==> config.mk <==
export PLATFORM = sky130hd
export DESIGN_NAME = contiguous_block_allocator_top
export DESIGN_NICKNAME = d
export VERILOG_FILES = /design/src/sv/cba_pkg.sv /design/src/sv/cba_region_mem.sv /design/src/sv/cba_fit_unit.sv /design/src/sv/contiguous_block_allocator_top.sv
export SDC_FILE = /design/constraint.sdc
export NUM_CORES = 1
export LEC_CHECK = 0
export ABC_AREA = 0
export BUFFER_PORTS_ARGS = -buffer_cell sky130_fd_sc_hd__buf_2
export CAP_MARGIN = 15
export CELL_PAD_IN_SITES_DETAIL_PLACEMENT = 0
export CELL_PAD_IN_SITES_GLOBAL_PLACEMENT = 2
export CORE_ASPECT_RATIO = 1.5
export CORE_MARGIN = 2
export CORE_UTILIZATION = 48
export DETAILED_ROUTE_END_ITERATION = 8
export PLACE_DENSITY_LB_ADDON = 0.08
export SLEW_MARGIN = 5
export SYNTH_ARGS = -nofsm -noshare
export SYNTH_HDL_FRONTEND = slang
export SYNTH_SLANG_ARGS = --single-unit
==> constraint.sdc <==
create_clock -name clk -period 12.57 [get_ports clk]
set_input_delay 1.257 -clock clk [delete_from_list [all_inputs] [get_ports clk]]
set_output_delay 1.257 -clock clk [all_outputs]
set_load 0.01 [all_outputs]
==> src/sv/cba_pkg.sv <==
// Shared types, widths and status codes of the contiguous block allocator.
package cba_pkg;

  localparam int OFF_W   = 16;
  localparam int LEN_W   = 17;
  localparam int DEF_MAX_REGIONS = 16;

  localparam logic [LEN_W-1:0] POOL_LIMIT = LEN_W'(1) << OFF_W;
  localparam logic [LEN_W-1:0] POOL_RESET = LEN_W'(65536);

  localparam logic [1:0] ST_OK       = 2'd0;
  localparam logic [1:0] ST_NOSPACE  = 2'd1;
  localparam logic [1:0] ST_FULL     = 2'd2;
  localparam logic [1:0] ST_NOTFOUND = 2'd3;

  localparam logic ACT_ALLOC = 1'b0;
  localparam logic ACT_FREE  = 1'b1;

  typedef struct packed {
    logic [OFF_W-1:0] start;
    logic [LEN_W-1:0] len;
  } cba_entry_t;

  typedef enum logic {
    FIT_AFTER,
    FIT_GAP
  } cba_mode_t;

  typedef struct packed {
    logic             fit;
    logic             match;
    logic [LEN_W-1:0] end_val;
  } cba_fit_t;

endpackage

==> src/sv/cba_region_mem.sv <==
// Region table memory: one write port, one read port with registered data.
module cba_region_mem
  import cba_pkg::*;
#(
  parameter int MAX_REGIONS = DEF_MAX_REGIONS,
  localparam int IW = $clog2(MAX_REGIONS)
) (
  input  logic       clk,
  input  logic       wr_en,
  input  logic [IW-1:0] wr_addr,
  input  cba_entry_t wr_data,
  input  logic [IW-1:0] rd_addr,
  output cba_entry_t rd_data
);

  cba_entry_t mem [MAX_REGIONS];
  cba_entry_t rd_data_r;

  always_ff @(posedge clk) begin
    if (wr_en) begin
      mem[wr_addr] <= wr_data;
    end
    rd_data_r <= mem[rd_addr];
  end

  assign rd_data = rd_data_r;

endmodule

==> src/sv/cba_fit_unit.sv <==
// Shared fit unit: region end, subtract-and-compare fit test, offset match.
module cba_fit_unit
  import cba_pkg::*;
(
  input  cba_mode_t        mode,
  input  cba_entry_t       entry,
  input  logic [LEN_W-1:0] pool_eff,
  input  logic [LEN_W-1:0] prev_end,
  input  logic [LEN_W-1:0] size,
  input  logic [OFF_W-1:0] offset,
  output cba_fit_t         res
);

  logic [LEN_W-1:0] end_val;
  logic [LEN_W-1:0] op_a;
  logic [LEN_W-1:0] op_b;
  logic [LEN_W-1:0] diff;

  always_comb begin
    end_val = LEN_W'(entry.start) + entry.len;
    // after-last: room between the last end and the pool end
    // gap: room between the previous end and this start
    if (mode == FIT_AFTER) begin
      op_a = pool_eff;
      op_b = end_val;
    end else begin
      op_a = LEN_W'(entry.start);
      op_b = prev_end;
    end
    diff        = op_a - op_b;
    res.fit     = (op_a >= op_b) && (diff >= size);
    res.match   = (entry.start == offset);
    res.end_val = end_val;
  end

endmodule

==> src/sv/contiguous_block_allocator_top.sv <==
// Contiguous block allocator: sequencer, region table and shared fit unit.
//
// Usage:
//   Input channel (in_valid/in_stall): one request per transfer. in_action 0
//   allocates in_request_size bytes, 1 frees the region at in_free_offset.
//   Result channel (out_valid/out_stall): one result per request with the
//   status, the placed offset (zero unless an allocate succeeds) and the
//   bytes in use after the request.
//   Config channel (cfg_valid/cfg_ready): writes pool_bytes; cfg_ready is
//   always high. Write it only while no request is in flight.
// Operation: allocation reads the last region, scans the sorted table for a
//   gap and shifts the tail up one entry per cycle; a free scans for the
//   offset and shifts the tail down. The region table has one read port and
//   one write port, and the block takes one request at a time (in_stall
//   high while it works).
// The next request is taken while a finished result still waits in the
//   output register; a stalled receiver holds that result and blocks only
//   the completion of the following request.
// Reset: empty table, nothing in use, pool of 65536 bytes; the table needs
//   no clearing pass since only entries below the count are ever read.
module contiguous_block_allocator_top
  import cba_pkg::*;
#(
  parameter int MAX_REGIONS = DEF_MAX_REGIONS
) (
  input  logic             clk,
  input  logic             rst_n,
  input  logic             in_valid,
  output logic             in_stall,
  input  logic             in_action,
  input  logic [LEN_W-1:0] in_request_size,
  input  logic [OFF_W-1:0] in_free_offset,
  output logic             out_valid,
  input  logic             out_stall,
  output logic [1:0]       out_status,
  output logic [OFF_W-1:0] out_region_offset,
  output logic [LEN_W-1:0] out_bytes_in_use,
  input  logic             cfg_valid,
  output logic             cfg_ready,
  input  logic [LEN_W-1:0] cfg_pool_bytes
);

  localparam int IW = $clog2(MAX_REGIONS);
  localparam int CW = $clog2(MAX_REGIONS + 1);

  typedef enum logic [3:0] {
    S_IDLE, S_CHECK, S_LAST, S_SCAN, S_SHUP, S_PUT, S_FIND, S_SHDN, S_DONE
  } state_t;

  state_t           state_r, state_nxt;
  logic [CW-1:0]    cnt_r, cnt_nxt;
  logic [LEN_W-1:0] used_r, used_nxt;
  logic [LEN_W-1:0] pool_r, pool_nxt;
  logic             out_valid_r, out_valid_nxt;

  // payload registers, no reset
  logic             act_r, act_nxt;
  logic [LEN_W-1:0] size_r, size_nxt;
  logic [OFF_W-1:0] off_r, off_nxt;
  logic [IW-1:0]    addr_r, addr_nxt;
  logic [IW-1:0]    pos_r, pos_nxt;
  logic [LEN_W-1:0] prev_end_r, prev_end_nxt;
  logic [OFF_W-1:0] place_r, place_nxt;
  logic [1:0]       res_r, res_nxt;
  logic [1:0]       out_status_r, out_status_nxt;
  logic [OFF_W-1:0] out_offset_r, out_offset_nxt;
  logic [LEN_W-1:0] out_used_r, out_used_nxt;

  logic             wr_en;
  logic [IW-1:0]    wr_addr;
  cba_entry_t       wr_data;
  cba_entry_t       rd_data;
  cba_fit_t         fit;
  cba_mode_t        mode;

  logic [LEN_W-1:0] pool_eff;
  logic [LEN_W-1:0] avail;
  logic [CW-1:0]    cnt_m1;
  logic [IW-1:0]    last_idx;
  logic             at_last;
  logic             in_xfer;

  assign in_stall  = (state_r != S_IDLE);
  assign in_xfer   = in_valid && !in_stall;
  assign cfg_ready = 1'b1;

  assign out_valid         = out_valid_r;
  assign out_status        = out_status_r;
  assign out_region_offset = out_offset_r;
  assign out_bytes_in_use  = out_used_r;

  // effective pool is capped at the offset space; shrinking below use leaves no room
  assign pool_eff = (pool_r > POOL_LIMIT) ? POOL_LIMIT : pool_r;
  assign avail    = (used_r >= pool_eff) ? '0 : pool_eff - used_r;
  assign cnt_m1   = cnt_r - CW'(1);
  assign last_idx = cnt_m1[IW-1:0];
  assign at_last  = (addr_r == last_idx);
  assign mode     = (state_r == S_LAST) ? FIT_AFTER : FIT_GAP;

  cba_region_mem #(
    .MAX_REGIONS(MAX_REGIONS)
  ) u_mem (
    .clk    (clk),
    .wr_en  (wr_en),
    .wr_addr(wr_addr),
    .wr_data(wr_data),
    .rd_addr(addr_nxt),
    .rd_data(rd_data)
  );

  cba_fit_unit u_fit (
    .mode    (mode),
    .entry   (rd_data),
    .pool_eff(pool_eff),
    .prev_end(prev_end_r),
    .size    (size_r),
    .offset  (off_r),
    .res     (fit)
  );

  // Read data always reflects the entry at addr_r: the memory samples addr_nxt.
  always_comb begin
    state_nxt      = state_r;
    cnt_nxt        = cnt_r;
    used_nxt       = used_r;
    pool_nxt       = pool_r;
    out_valid_nxt  = out_valid_r;
    act_nxt        = act_r;
    size_nxt       = size_r;
    off_nxt        = off_r;
    addr_nxt       = addr_r;
    pos_nxt        = pos_r;
    prev_end_nxt   = prev_end_r;
    place_nxt      = place_r;
    res_nxt        = res_r;
    out_status_nxt = out_status_r;
    out_offset_nxt = out_offset_r;
    out_used_nxt   = out_used_r;
    wr_en          = 1'b0;
    wr_addr        = addr_r + IW'(1);
    wr_data        = rd_data;

    if (cfg_valid && cfg_ready) begin
      pool_nxt = cfg_pool_bytes;
    end

    // drop the held result once the receiver takes it
    if (out_valid_r && !out_stall) begin
      out_valid_nxt = 1'b0;
    end

    unique case (state_r)
      S_IDLE: begin
        if (in_xfer) begin
          act_nxt   = in_action;
          size_nxt  = in_request_size;
          off_nxt   = in_free_offset;
          place_nxt = '0;
          state_nxt = S_CHECK;
        end
      end
      S_CHECK: begin
        if (act_r == ACT_ALLOC) begin
          if ((size_r == '0) || (size_r > avail)) begin
            res_nxt   = ST_NOSPACE;
            state_nxt = S_DONE;
          end else if (cnt_r == CW'(MAX_REGIONS)) begin
            res_nxt   = ST_FULL;
            state_nxt = S_DONE;
          end else if (cnt_r == '0) begin
            pos_nxt   = '0;
            state_nxt = S_PUT;
          end else begin
            addr_nxt  = last_idx;
            state_nxt = S_LAST;
          end
        end else begin
          if (cnt_r == '0) begin
            res_nxt   = ST_NOTFOUND;
            state_nxt = S_DONE;
          end else begin
            addr_nxt  = '0;
            state_nxt = S_FIND;
          end
        end
      end
      S_LAST: begin
        if (fit.fit) begin
          place_nxt = fit.end_val[OFF_W-1:0];
          pos_nxt   = cnt_r[IW-1:0];
          state_nxt = S_PUT;
        end else begin
          prev_end_nxt = '0;
          addr_nxt     = '0;
          state_nxt    = S_SCAN;
        end
      end
      S_SCAN: begin
        if (fit.fit) begin
          // first entry with a zero previous end covers the slot before the first region
          place_nxt = prev_end_r[OFF_W-1:0];
          pos_nxt   = addr_r;
          addr_nxt  = last_idx;
          state_nxt = S_SHUP;
        end else if (at_last) begin
          res_nxt   = ST_NOSPACE;
          state_nxt = S_DONE;
        end else begin
          prev_end_nxt = fit.end_val;
          addr_nxt     = addr_r + IW'(1);
        end
      end
      S_SHUP: begin
        // move the tail up one slot, last entry first
        wr_en   = 1'b1;
        wr_addr = addr_r + IW'(1);
        if (addr_r == pos_r) begin
          state_nxt = S_PUT;
        end else begin
          addr_nxt = addr_r - IW'(1);
        end
      end
      S_PUT: begin
        wr_en         = 1'b1;
        wr_addr       = pos_r;
        wr_data.start = place_r;
        wr_data.len   = size_r;
        cnt_nxt       = cnt_r + CW'(1);
        used_nxt      = used_r + size_r;
        res_nxt       = ST_OK;
        state_nxt     = S_DONE;
      end
      S_FIND: begin
        if (fit.match) begin
          used_nxt = (used_r >= rd_data.len) ? used_r - rd_data.len : '0;
          res_nxt  = ST_OK;
          if (at_last) begin
            cnt_nxt   = cnt_m1;
            state_nxt = S_DONE;
          end else begin
            addr_nxt  = addr_r + IW'(1);
            state_nxt = S_SHDN;
          end
        end else if (at_last) begin
          res_nxt   = ST_NOTFOUND;
          state_nxt = S_DONE;
        end else begin
          addr_nxt = addr_r + IW'(1);
        end
      end
      S_SHDN: begin
        // close the hole left by the freed region
        wr_en   = 1'b1;
        wr_addr = addr_r - IW'(1);
        if (at_last) begin
          cnt_nxt   = cnt_m1;
          state_nxt = S_DONE;
        end else begin
          addr_nxt = addr_r + IW'(1);
        end
      end
      S_DONE: begin
        // hold until the output register is free
        if (!out_valid_r || !out_stall) begin
          out_valid_nxt  = 1'b1;
          out_status_nxt = res_r;
          out_offset_nxt = (res_r == ST_OK) ? place_r : '0;
          out_used_nxt   = used_r;
          state_nxt      = S_IDLE;
        end
      end
      default: state_nxt = S_IDLE;
    endcase
  end

  always_ff @(posedge clk) begin
    if (!rst_n) begin
      state_r     <= S_IDLE;
      cnt_r       <= '0;
      used_r      <= '0;
      pool_r      <= POOL_RESET;
      out_valid_r <= 1'b0;
    end else begin
      state_r     <= state_nxt;
      cnt_r       <= cnt_nxt;
      used_r      <= used_nxt;
      pool_r      <= pool_nxt;
      out_valid_r <= out_valid_nxt;
    end
    act_r        <= act_nxt;
    size_r       <= size_nxt;
    off_r        <= off_nxt;
    addr_r       <= addr_nxt;
    pos_r        <= pos_nxt;
    prev_end_r   <= prev_end_nxt;
    place_r      <= place_nxt;
    res_r        <= res_nxt;
    out_status_r <= out_status_nxt;
    out_offset_r <= out_offset_nxt;
    out_used_r   <= out_used_nxt;
  end

endmodule

; Yosys cells after proc, flatten, opt, wreduce, memory -nomap -nowiden
; Memory sizes are Yosys's and may differ from the RTL's. A register that Yosys moved wholly into a read port is not among the register bits.
; Index checks and enable logic that the tools add are counted.
[totals]
regBits = 156
mem_bits_rw = 528
elab_cells = 157
mem_count = 1
[mem_list]
columns = name, depth, width, read_ports, rd_clocked_by_memory_dff, wr, line_no
row1 = u_mem.mem, 16, 33, 1, 1, 1, cba_region_mem.sv:16  ; cba_entry_t mem [MAX_REGIONS];
[classes]
muxes = 66
n_reduce_logical = 30
magnitude_cmp = 6
add_sub_neg = 9
n_eq_ne = 29
[op_table]
columns = op, count
row1 = 17-bit 2-to-1 mux, 9
row2 = 4-bit 2-to-1 mux, 26
row3 = 17-bit greater-or-equal comparator, 4
row4 = 17-bit one-hot mux with 2 select lines, 2
row5 = 17-bit subtractor, 3
row6 = 16-bit 2-to-1 mux, 3
row7 = 16-bit one-hot mux with 3 select lines, 1
row8 = 4-bit one-hot mux with 9 select lines, 1
row9 = 33-bit 2-to-1 mux, 1
row10 = 2-bit != test (second input constant), 14
row11 = 4-bit one-hot mux with 5 select lines, 1
row12 = 16-bit by 17-bit adder with 17-bit output, 1
row13 = 17-bit adder, 1
row14 = 17-bit > comparator, 1
row15 = 17-bit > comparator (second input constant), 1
row16 = 17-bit logical NOT, 1
row17 = 16-bit == test, 1
row18 = 4-bit by 3-bit == test with 1-bit output (second input constant), 4
row19 = 2-bit 2-to-1 mux, 8
row20 = 5-bit one-hot mux with 3 select lines, 1
row21 = 4-bit one-hot mux with 3 select lines, 1
row22 = 5-bit 2-to-1 mux, 2
row23 = 3-bit nonzero test, 3
row24 = 4-bit by 2-bit == test with 1-bit output (second input constant), 2
row25 = 29 further kinds, 48

; Depth between registers and ports, before layout
; Gate-level depths: netlist of the first run.
[depth]
depth_word = 9
depth_mapped = 37
depth_no_buf = 33

; Hierarchy
; From an unflattened synthesis of the first run, not the netlist that was laid out.
[hier_totals]
cells_unflattened = 2161
area_unflattened_um2 = 33029.2
[modules_own_cells]
columns = module, area_per_inst_um2, instances, seq_area_each_um2, cells_each
row1 = cba_region_mem, 20629.8, 1, 16515.8, 864
row2 = contiguous_block_allocator_top, 9932.0, 1, 4204.0, 985
row3 = cba_fit_unit, 2467.4, 1, 0.0, 312

; Worst setup path after synthesis of the first run
; Ideal clock, no wire load.
[synth_path]
path_kind = register -> register
startpoint = register state_r[1]
endpoint = register u_mem.rd_data[14] (netlist name)
required_time_ps = 12512
path_stages_with_launch = 35
period_less_slack_ps = 7222
path_buffers = 4
arrival_ps = 7163
path_slack_ps = 5348
cell_sequence = dfxtp_1 clkbuf_1 nand2_1 nor2_1 clkbuf_1 nand2_1 nand2_1 ha_1 inv_1 fa_1 a21o_1 a21oi_1 o21bai_1 a21oi_1 nor2b_1 o21a_1 o31a_1 o41ai_1 o2111ai_1 a21oi_1 xnor2_1 ha_1 nand4_1 nor3_1 a31oi_1 o21a_1 a21oi_4 o21ai_1 a311o_1 buf_2 nor2_8 buf_4 mux4_1 nand2_1 o211a_1
[synth_via]
elab_chain_len = 7
[synth_lines]
columns = element, line_no
row1 = from (decl), contiguous_block_allocator_top.sv:50  ; state_t state_r, state_nxt;
row2 = from (signal assigned), contiguous_block_allocator_top.sv:284  ; state_r <= state_nxt;
row3 = 4-bit by 2-bit == test with 1-bit output, "contiguous_block_allocator_top.sv:98, contiguous_block_allocator_top.sv:152"
row4 = 17-bit 2-to-1 mux, cba_fit_unit.sv:23  ; if (mode == FIT_AFTER) begin
row5 = 17-bit subtractor, cba_fit_unit.sv:30  ; diff = op_a - op_b;
row6 = 17-bit greater-or-equal comparator, cba_fit_unit.sv:31  ; res.fit = (op_a >= op_b) && (diff >= size);
row7 = 1-bit logical AND, cba_fit_unit.sv:31
row8 = "4-bit 2-to-1 mux, on equally long branches", "contiguous_block_allocator_top.sv:199, contiguous_block_allocator_top.sv:188"
row9 = 4-bit one-hot mux with 5 select lines (*), contiguous_block_allocator_top.sv:152  ; unique case (state_r)
; Every way passes the cells marked *; elsewhere a longest branch is shown, timed or not.
; A chain may end at the register's enable or synchronous reset.

; Worst setup path in the final report of the first run
[layout_path]
startpoint = register state_r[0]
endpoint = register u_mem.rd_data[5] (netlist name)
[layout_via]
elab_chain_len = 7
[layout_lines]
columns = element, line_no
row1 = 4-bit by 2-bit == test with 1-bit output, "contiguous_block_allocator_top.sv:98, contiguous_block_allocator_top.sv:152"
row2 = 17-bit 2-to-1 mux, cba_fit_unit.sv:23
row3 = 17-bit subtractor, cba_fit_unit.sv:30
row4 = 17-bit greater-or-equal comparator, cba_fit_unit.sv:31
row5 = 1-bit logical AND, cba_fit_unit.sv:31
row6 = "4-bit 2-to-1 mux, on equally long branches", "contiguous_block_allocator_top.sv:199, contiguous_block_allocator_top.sv:188"
row7 = 4-bit one-hot mux with 5 select lines (*), contiguous_block_allocator_top.sv:152
; Marks and branches as above.

==> flow_metrics.tcl, run 1 <==
set metrics [dict create \
    cp.arrival_ns 10.32 \
    diodes 0 \
    ys_ff_latch 717 \
    hp-class "flop to flop" \
    synth_top_family_by_area "compound AO/OA/AOI/OAI gates" \
    root_buffer "clkbuf_16" \
    synthCells 2539 \
    cellPowerDensity_mw_per_mm2 237 \
    r2r-start "state_r[0]" \
    cp-start-kind "flop" \
    finalCriticalPeriod_ns 9.83 \
    p_leak_nw 13.4 \
    p_seq_share_pct 38.1 \
    avgSynthCellArea_sq_um 13.3 \
    ant_nets 0 \
    syn2layout_area_growth_pct 11.8 \
    clkPwrFrac_pct 25.0 \
    synth_top_flop_cell "edfxtp_1" \
    synthTopCellsByArea "edfxtp_1 (57%), mux2i_1 (6.2%), dfxtp_1 (4.8%)" \
    routedWlPerCell_microns 26.7 \
    hold_viol 0 \
    post_cts_resized 0 \
    timing.final.crit_share_pct 78.2 \
    clk_latency_ns 0.63 \
    cts_htree_levels 3 \
    yosys.area_share.adder_pct 4.81 \
    fin_tns_setup_ns 0 \
    cp_data_required_time_ns 13.06 \
    synth_cell_types 80 \
    rows 119 \
    drv_cap 0 \
    nets 2811 \
    cp_max_fo 69 \
    fin_area_sq_mm 0.0378 \
    max_stage_delay_ns 0.90 \
    initial_core_util_pct 48.3 \
    clockBufferDepth 3 \
    hold_buffers 0 \
    die_area_sq_mm 0.0726 \
    grt_usage_pct 26.8 \
    slew-limit-headroom_pct 21.5 \
    synth-compound-area-share_pct 9.71 \
    switching_power_w 0.00329 \
    ir_drop_mv 0.177 \
    gp_congestion 0.896 \
    vias 21000 \
    max_clock_freq_mhz 102 \
    holdPathStages 0 \
    viasPerCell 5.84 \
    internal_power_w 0.00569 \
    finClkSkew_ns 0.0314 \
    syn_area_sq_mm 0.0338 \
    synth_common_cells "edfxtp_1 (636), nand2_1 (216), mux2i_1 (210)" \
    yosysTopAreaCellShare_pct 56.5 \
    reg2regPathDepth 32 \
    die_x_microns 221 \
    p_comb_share_pct 36.9 \
    grt_max_degree 93 \
    post_cts.repair.setup_buffers 0 \
    drc 0 \
    async_flop_share_pct 0 \
    dp_hpwl_mm 64.1 \
    place_area_sq_mm 0.0353 \
    synth_nets 2722 \
    core_area_sq_mm 0.0700 \
    yosysWarnings 0 \
    worstHoldStart "res_r[1]" \
    tightest_slew_ns 1.18 \
    nFillCells 5828 \
    maxSlewViolCount 0 \
    hold_end "out_status[1]" \
    reg2reg_setup_slack_ns 2.74 \
    yosys.area.top_type "edfxtp_1" \
    critPathSlowestCell "o31a_2" \
    antenna_found_initial 0 \
    port_buffers 92 \
    setup_viol 0 \
    io_pins 94 \
    path_clk_slew_ns 0.07 \
    cts_tree "built" \
    synth_mux_area_share_pct 9.65 \
    yosysMostFrequentCell "edfxtp_1" \
    critPathKind "flop to flop" \
    synthSimpleGateAreaFrac_pct 8.72 \
    synth-edff-count 636 \
    grt_pass1_wl_mm 140 \
    cts_made_buffers 70 \
    r2r_end "u_mem.rd_data[5]" \
    drive_above_1_share_pct 13.3 \
    status "complete, no violations" \
    post_synth_xor_area_fraction_pct 2.81 \
    first_pass_iters 5 \
    crit_top_cell "a21oi_1" \
    switching_share_pct 36.6 \
    rsz0062_at_grt "no" \
    yosysSeqAreaShare_pct 61.3 \
    cts.sinks 717 \
    grt_pass1_vias 21300 \
    fp.dieH_microns 329 \
    drtIter0Drc 1579 \
    end_kind "flop" \
    wirelength_mm 96.0 \
    grt_overflow 0 \
]
state kept, by name, indices dropped and copies added (netlist names), 2 cells and up:
| signal | cells |
|---|---|
| size_r | 17 |
| pool_r | 17 |
| addr_r | 4 |
| out_region_offset | 16 |
| u_mem.mem | 528 |
| cnt_r | 5 |
| state_r | 4 |
| u_mem.rd_data | 33 |
| out_bytes_in_use | 17 |
| res_r | 2 |
| prev_end_r | 17 |
| used_r | 17 |
| place_r | 16 |
| off_r | 16 |
| pos_r | 4 |
| out_status | 2 |
cells by family (layout without fill, tap and decap cells):
kind of cell,Yosys count,after routing
AO/OA/AOI/OAI,485,485
XOR/XNOR,105,105
adder cells (fa/ha/maj),127,127
buffers and inverters,218,364
flip-flops,717,717
multiplexers,276,276
other,1,1
AND/OR/NAND/NOR,610,610
cell usage in the layout (no fill, tap or decap), types with 78 or more instances in the layout:
cell | Yosys | routed
edfxtp_1 | 636 | 636
nand2_1 | 216 | 216
mux2i_1 | 210 | 210
a21oi_1 | 124 | 123
ha_1 | 122 | 122
nand3_1 | 117 | 117
buf_2 | 38 | 92
inv_1 | 90 | 90
dfxtp_1 | 81 | 81
nor2_1 | 96 | 78
power groups by stage:
stage / sequential, W / combinational (W) / clock, W
final: 0.00342 / 0.00331 / 0.00224
after global routing: 0.00342 / 0.00365 / 0.00237
after CTS: 0.00342 / 0.00332 / 0.00229
after detailed placement: 0.00347 / 0.00330 / 0
after global placement: 0.00348 / 0.00324 / 0
after floorplan: 0.00323 / 0.00245 / 0
through the flow:
stage | worst slack, ns | hold WS (ns) | util (%) | total power, W | std cells
floorplan | 5.35 | 0.427 | - | 0.00568 | 2539
global placement | 2.77 | 0.441 | 50.4 | 0.00672 | 3457
detailed placement | 2.70 | 0.449 | 50.4 | 0.00677 | 3458
CTS | 2.65 | 0.465 | 53.9 | 0.00903 | 3587
global route | 1.97 | 0.481 | 54.0 | 0.00944 | 3592
finish | 2.74 | 0.465 | 54.0 | 0.00897 | 3592
critical path, delay by kind of cell, from the launching register on:
kind	cells	cell delay [ns]
buf+inv	5	1.92
simple gates	3	1.06
mux	1	0.26
xor+xnor	1	0.15
flops	1	0.30
fa+ha+maj	3	0.91
compound gates	19	5.02
cell type report:
class,instances,area (sq um),share of cell area (%)
Tap cell,907,1130,3.00
Multi-Input combinational cell,1604,12200,32.4
Sequential cell,717,20700,54.8
Timing Repair Buffer,142,880,2.33
Clock buffer,90,1920,5.08
Inverter,93,354,0.937
Clock inverter,39,532,1.41
per-layer routing:
metal / part of all wire [%] / vias to the layer above / GRT usage (%)
li1: - / 9769 / -
met5: 0 / - / 0
met1: 39 / 10600 / 31.8
met3: 3.7 / 158 / 3.07
met4: 5.3 / 0 / 13.6
met2: 52 / 494 / 47.7
worst max-delay path by stage:
stage                     slack (ns)                 to  cells past startpoint       start
after global routing            1.97   u_mem.rd_data[5]                     30  state_r[1]
after CTS                       2.65   u_mem.rd_data[5]                     32  state_r[0]
final                           2.74   u_mem.rd_data[5]                     32  state_r[0]
after floorplan                 5.35  u_mem.rd_data[14]                     34  state_r[1]
after detailed placement        2.70  u_mem.rd_data[29]                     32  state_r[0]
after global placement          2.77  u_mem.rd_data[29]                     32  state_r[0]
Note: power is estimated with default switching activity, not from simulation.
==> run 2: changes to the inputs <==
--- a/config.mk
+++ b/config.mk
@@ -12,7 +12,7 @@
 export CELL_PAD_IN_SITES_GLOBAL_PLACEMENT = 2
 export CORE_ASPECT_RATIO = 1.5
 export CORE_MARGIN = 2
-export CORE_UTILIZATION = 48
+export CORE_UTILIZATION = 41
 export DETAILED_ROUTE_END_ITERATION = 8
 export PLACE_DENSITY_LB_ADDON = 0.08
 export SLEW_MARGIN = 5
==> constraint.sdc (replaced) <==
create_clock -name clk -period 8.1 [get_ports clk]
set_input_delay 0.81 -clock clk [delete_from_list [all_inputs] [get_ports clk]]
set_output_delay 0.81 -clock clk [all_outputs]
set_load 0.01 [all_outputs]
==> run 2 against run 1 <==
Effect of this change: non-clock buffer count increased by 35; register-to-register slack got worse by 2.2 ns; count of clock-buffer cells in the layout increased by 5; critical path depth is 2 lower; clock skew is 0.0034 ns lower; setup slack got worse by 2.2 ns; design area grew 1.0%; largest cell class unchanged; largest power group is now combinational logic.
==> flow_metrics.tcl, run 2 (synthesized netlist as in run 1, its figures left out) <==
set metrics [dict create \
    drc 0 \
    grt_max_degree 88 \
    fin_area_sq_mm 0.0382 \
    register_area_sq_mm 0.0207 \
    clk_latency_ns 0.63 \
    drv_cap 0 \
    timing.final.crit_share_pct 93.0 \
    layout_setup_ws_ns 0.566 \
    place_ws_ns 0.266 \
    top_register "u_mem.mem" \
    grt_overflow 0 \
    grt_pass1_vias 21900 \
    final_common_cell "edfxtp_1" \
    initial_core_util_pct 41.5 \
    hp-class "primary input to flop" \
    place_area_sq_mm 0.0359 \
    timing.hold.ws_ns 0.354 \
    maxSlewViolCount 0 \
    routedWlPerCell_microns 27.5 \
    fin_tns_setup_ns 0 \
    gp_congestion 0.863 \
    cts_made_buffers 72 \
    largest_reg_flops 528 \
    cp.arrival_ns 8.10 \
    p_leak_nw 13.5 \
    die_x_microns 238 \
    nets 2848 \
    post-route-util_pct 46.9 \
    max_stage_delay_ns 0.50 \
    diodes 0 \
    syn2layout_area_growth_pct 13.0 \
    clockBufferDepth 3 \
    vias 21300 \
    setup_viol 0 \
    cts_htree_levels 3 \
    cp-start-kind "flop" \
    ir_drop_mv 0.248 \
    grt_pass1_wl_mm 149 \
    hold_viol 0 \
    root_buffer "clkbuf_16" \
    cts.sinks 717 \
    finalCriticalPeriod_ns 7.53 \
    critPathSlowestCell "mux4_2" \
    port_buffers 92 \
    layout_common_cells "edfxtp_1 (636), nand2_1 (216), mux2i_1 (210), a21oi_1 (122), ha_1 (122)" \
    slew-limit-headroom_pct 24.7 \
    tightest_slew_ns 1.12 \
    io_pins 94 \
    status "complete, no violations" \
    drive_above_1_share_pct 14.3 \
    end_kind "flop" \
    path_clk_slew_ns 0.06 \
    multi_input_area_sq_mm 0.0123 \
    cp_max_fo 87 \
    viasPerCell 5.68 \
    nFillCells 7233 \
    grt_usage_pct 24.5 \
    rows 128 \
    fp.dieH_microns 356 \
    hold_buffers 0 \
    cellPowerDensity_mw_per_mm2 366 \
    wirelength_mm 103 \
    drtIter0Drc 1311 \
    first_pass_iters 7 \
    core_area_sq_mm 0.0814 \
    die_area_sq_mm 0.0848 \
    antenna_found_initial 0 \
    dp_hpwl_mm 68.7 \
    ant_nets 0 \
    finClkSkew_ns 0.0280 \
    cts_tree "built" \
    max_clock_freq_mhz 133 \
    cp_data_required_time_ns 8.66 \
    critPathKind "flop to flop" \
    rsz0062_at_grt "no" \
]
## run 2: cell types whose count changed in the layout (fill, tap and decap cells not counted), sizes merged
cell,delta
buf,+34
bufinv,-7
clkbuf,+6
clkinv,+4
clkinvlp,-3
## run 2: path summary, 6_finish.rpt
kind | startpoint | end | slack (ns) | cells after the start
max reg2reg | pool_r[1] | u_mem.rd_data[0] | 0.57 | 30
max | pool_r[1] | u_mem.rd_data[0] | 0.57 | 30
min | in_request_size[7] | size_r[7] | 0.35 | 1
min reg2reg | res_r[1] | out_status[1] | 0.48 | 0
## run 2: worst max-delay path, delay by kind of cell, from the launching register on
| family | cells | cell delay, ns |
|---|---|---|
| AOI/OAI and AO/OA | 13 | 2.94 |
| and+or+nand+nor | 10 | 1.83 |
| adders and majority gates | 3 | 1.01 |
| muxes | 2 | 0.72 |
| DFF | 1 | 0.33 |
| buffers and inverters | 1 | 0.25 |
| xor gates and xnor gates | 1 | 0.23 |
## run 2: through the flow
stage / total power (W) / instances
global route: 0.0147 / 3759
detailed placement: 0.0108 / 3629
global placement: 0.0107 / 3628
floorplan: 0.00882 / 2539
finish: 0.0140 / 3759
CTS: 0.0141 / 3757
## run 2: per-layer routing
| metal | up-vias | routed length (microns) | part of all wire, % | GRT usage (%) |
|---|---|---|---|---|
| li1 | 9820 | - | - | - |
| met4 | 0 | 6420 | 6.2 | 14.1 |
| met2 | 534 | 54000 | 52 | 44.4 |
| met5 | - | 0 | 0 | 0 |
| met3 | 196 | 4080 | 3.9 | 2.66 |
| met1 | 10800 | 38900 | 38 | 27.9 |
## run 2: area by class of cell
cell class / count / area share, %
clock buffer: 95 / 5.05
timing repair buffer: 177 / 3.32
inverter: 93 / 0.928
multi-input combinational: 1604 / 32.2
clock inverter: 33 / 0.823
tap: 1040 / 3.41
sequential: 717 / 54.3
## run 2: what timing repair did
action / 4_1_cts / 5_1_grt
resized for setup: 0 / 9
setup buffers: 0 / 0
setup endpoints to repair: 0 / 33
## run 2: report_power, final
group	leakage [nW]	internal, W	switching (W)	total, W
clock	1.10	0.00184	0.00141	0.00325
combinational	5.93	0.00211	0.00337	0.00548
sequential	6.46	0.00478	0.000446	0.00523
total	13.5	0.00874	0.00523	0.0140
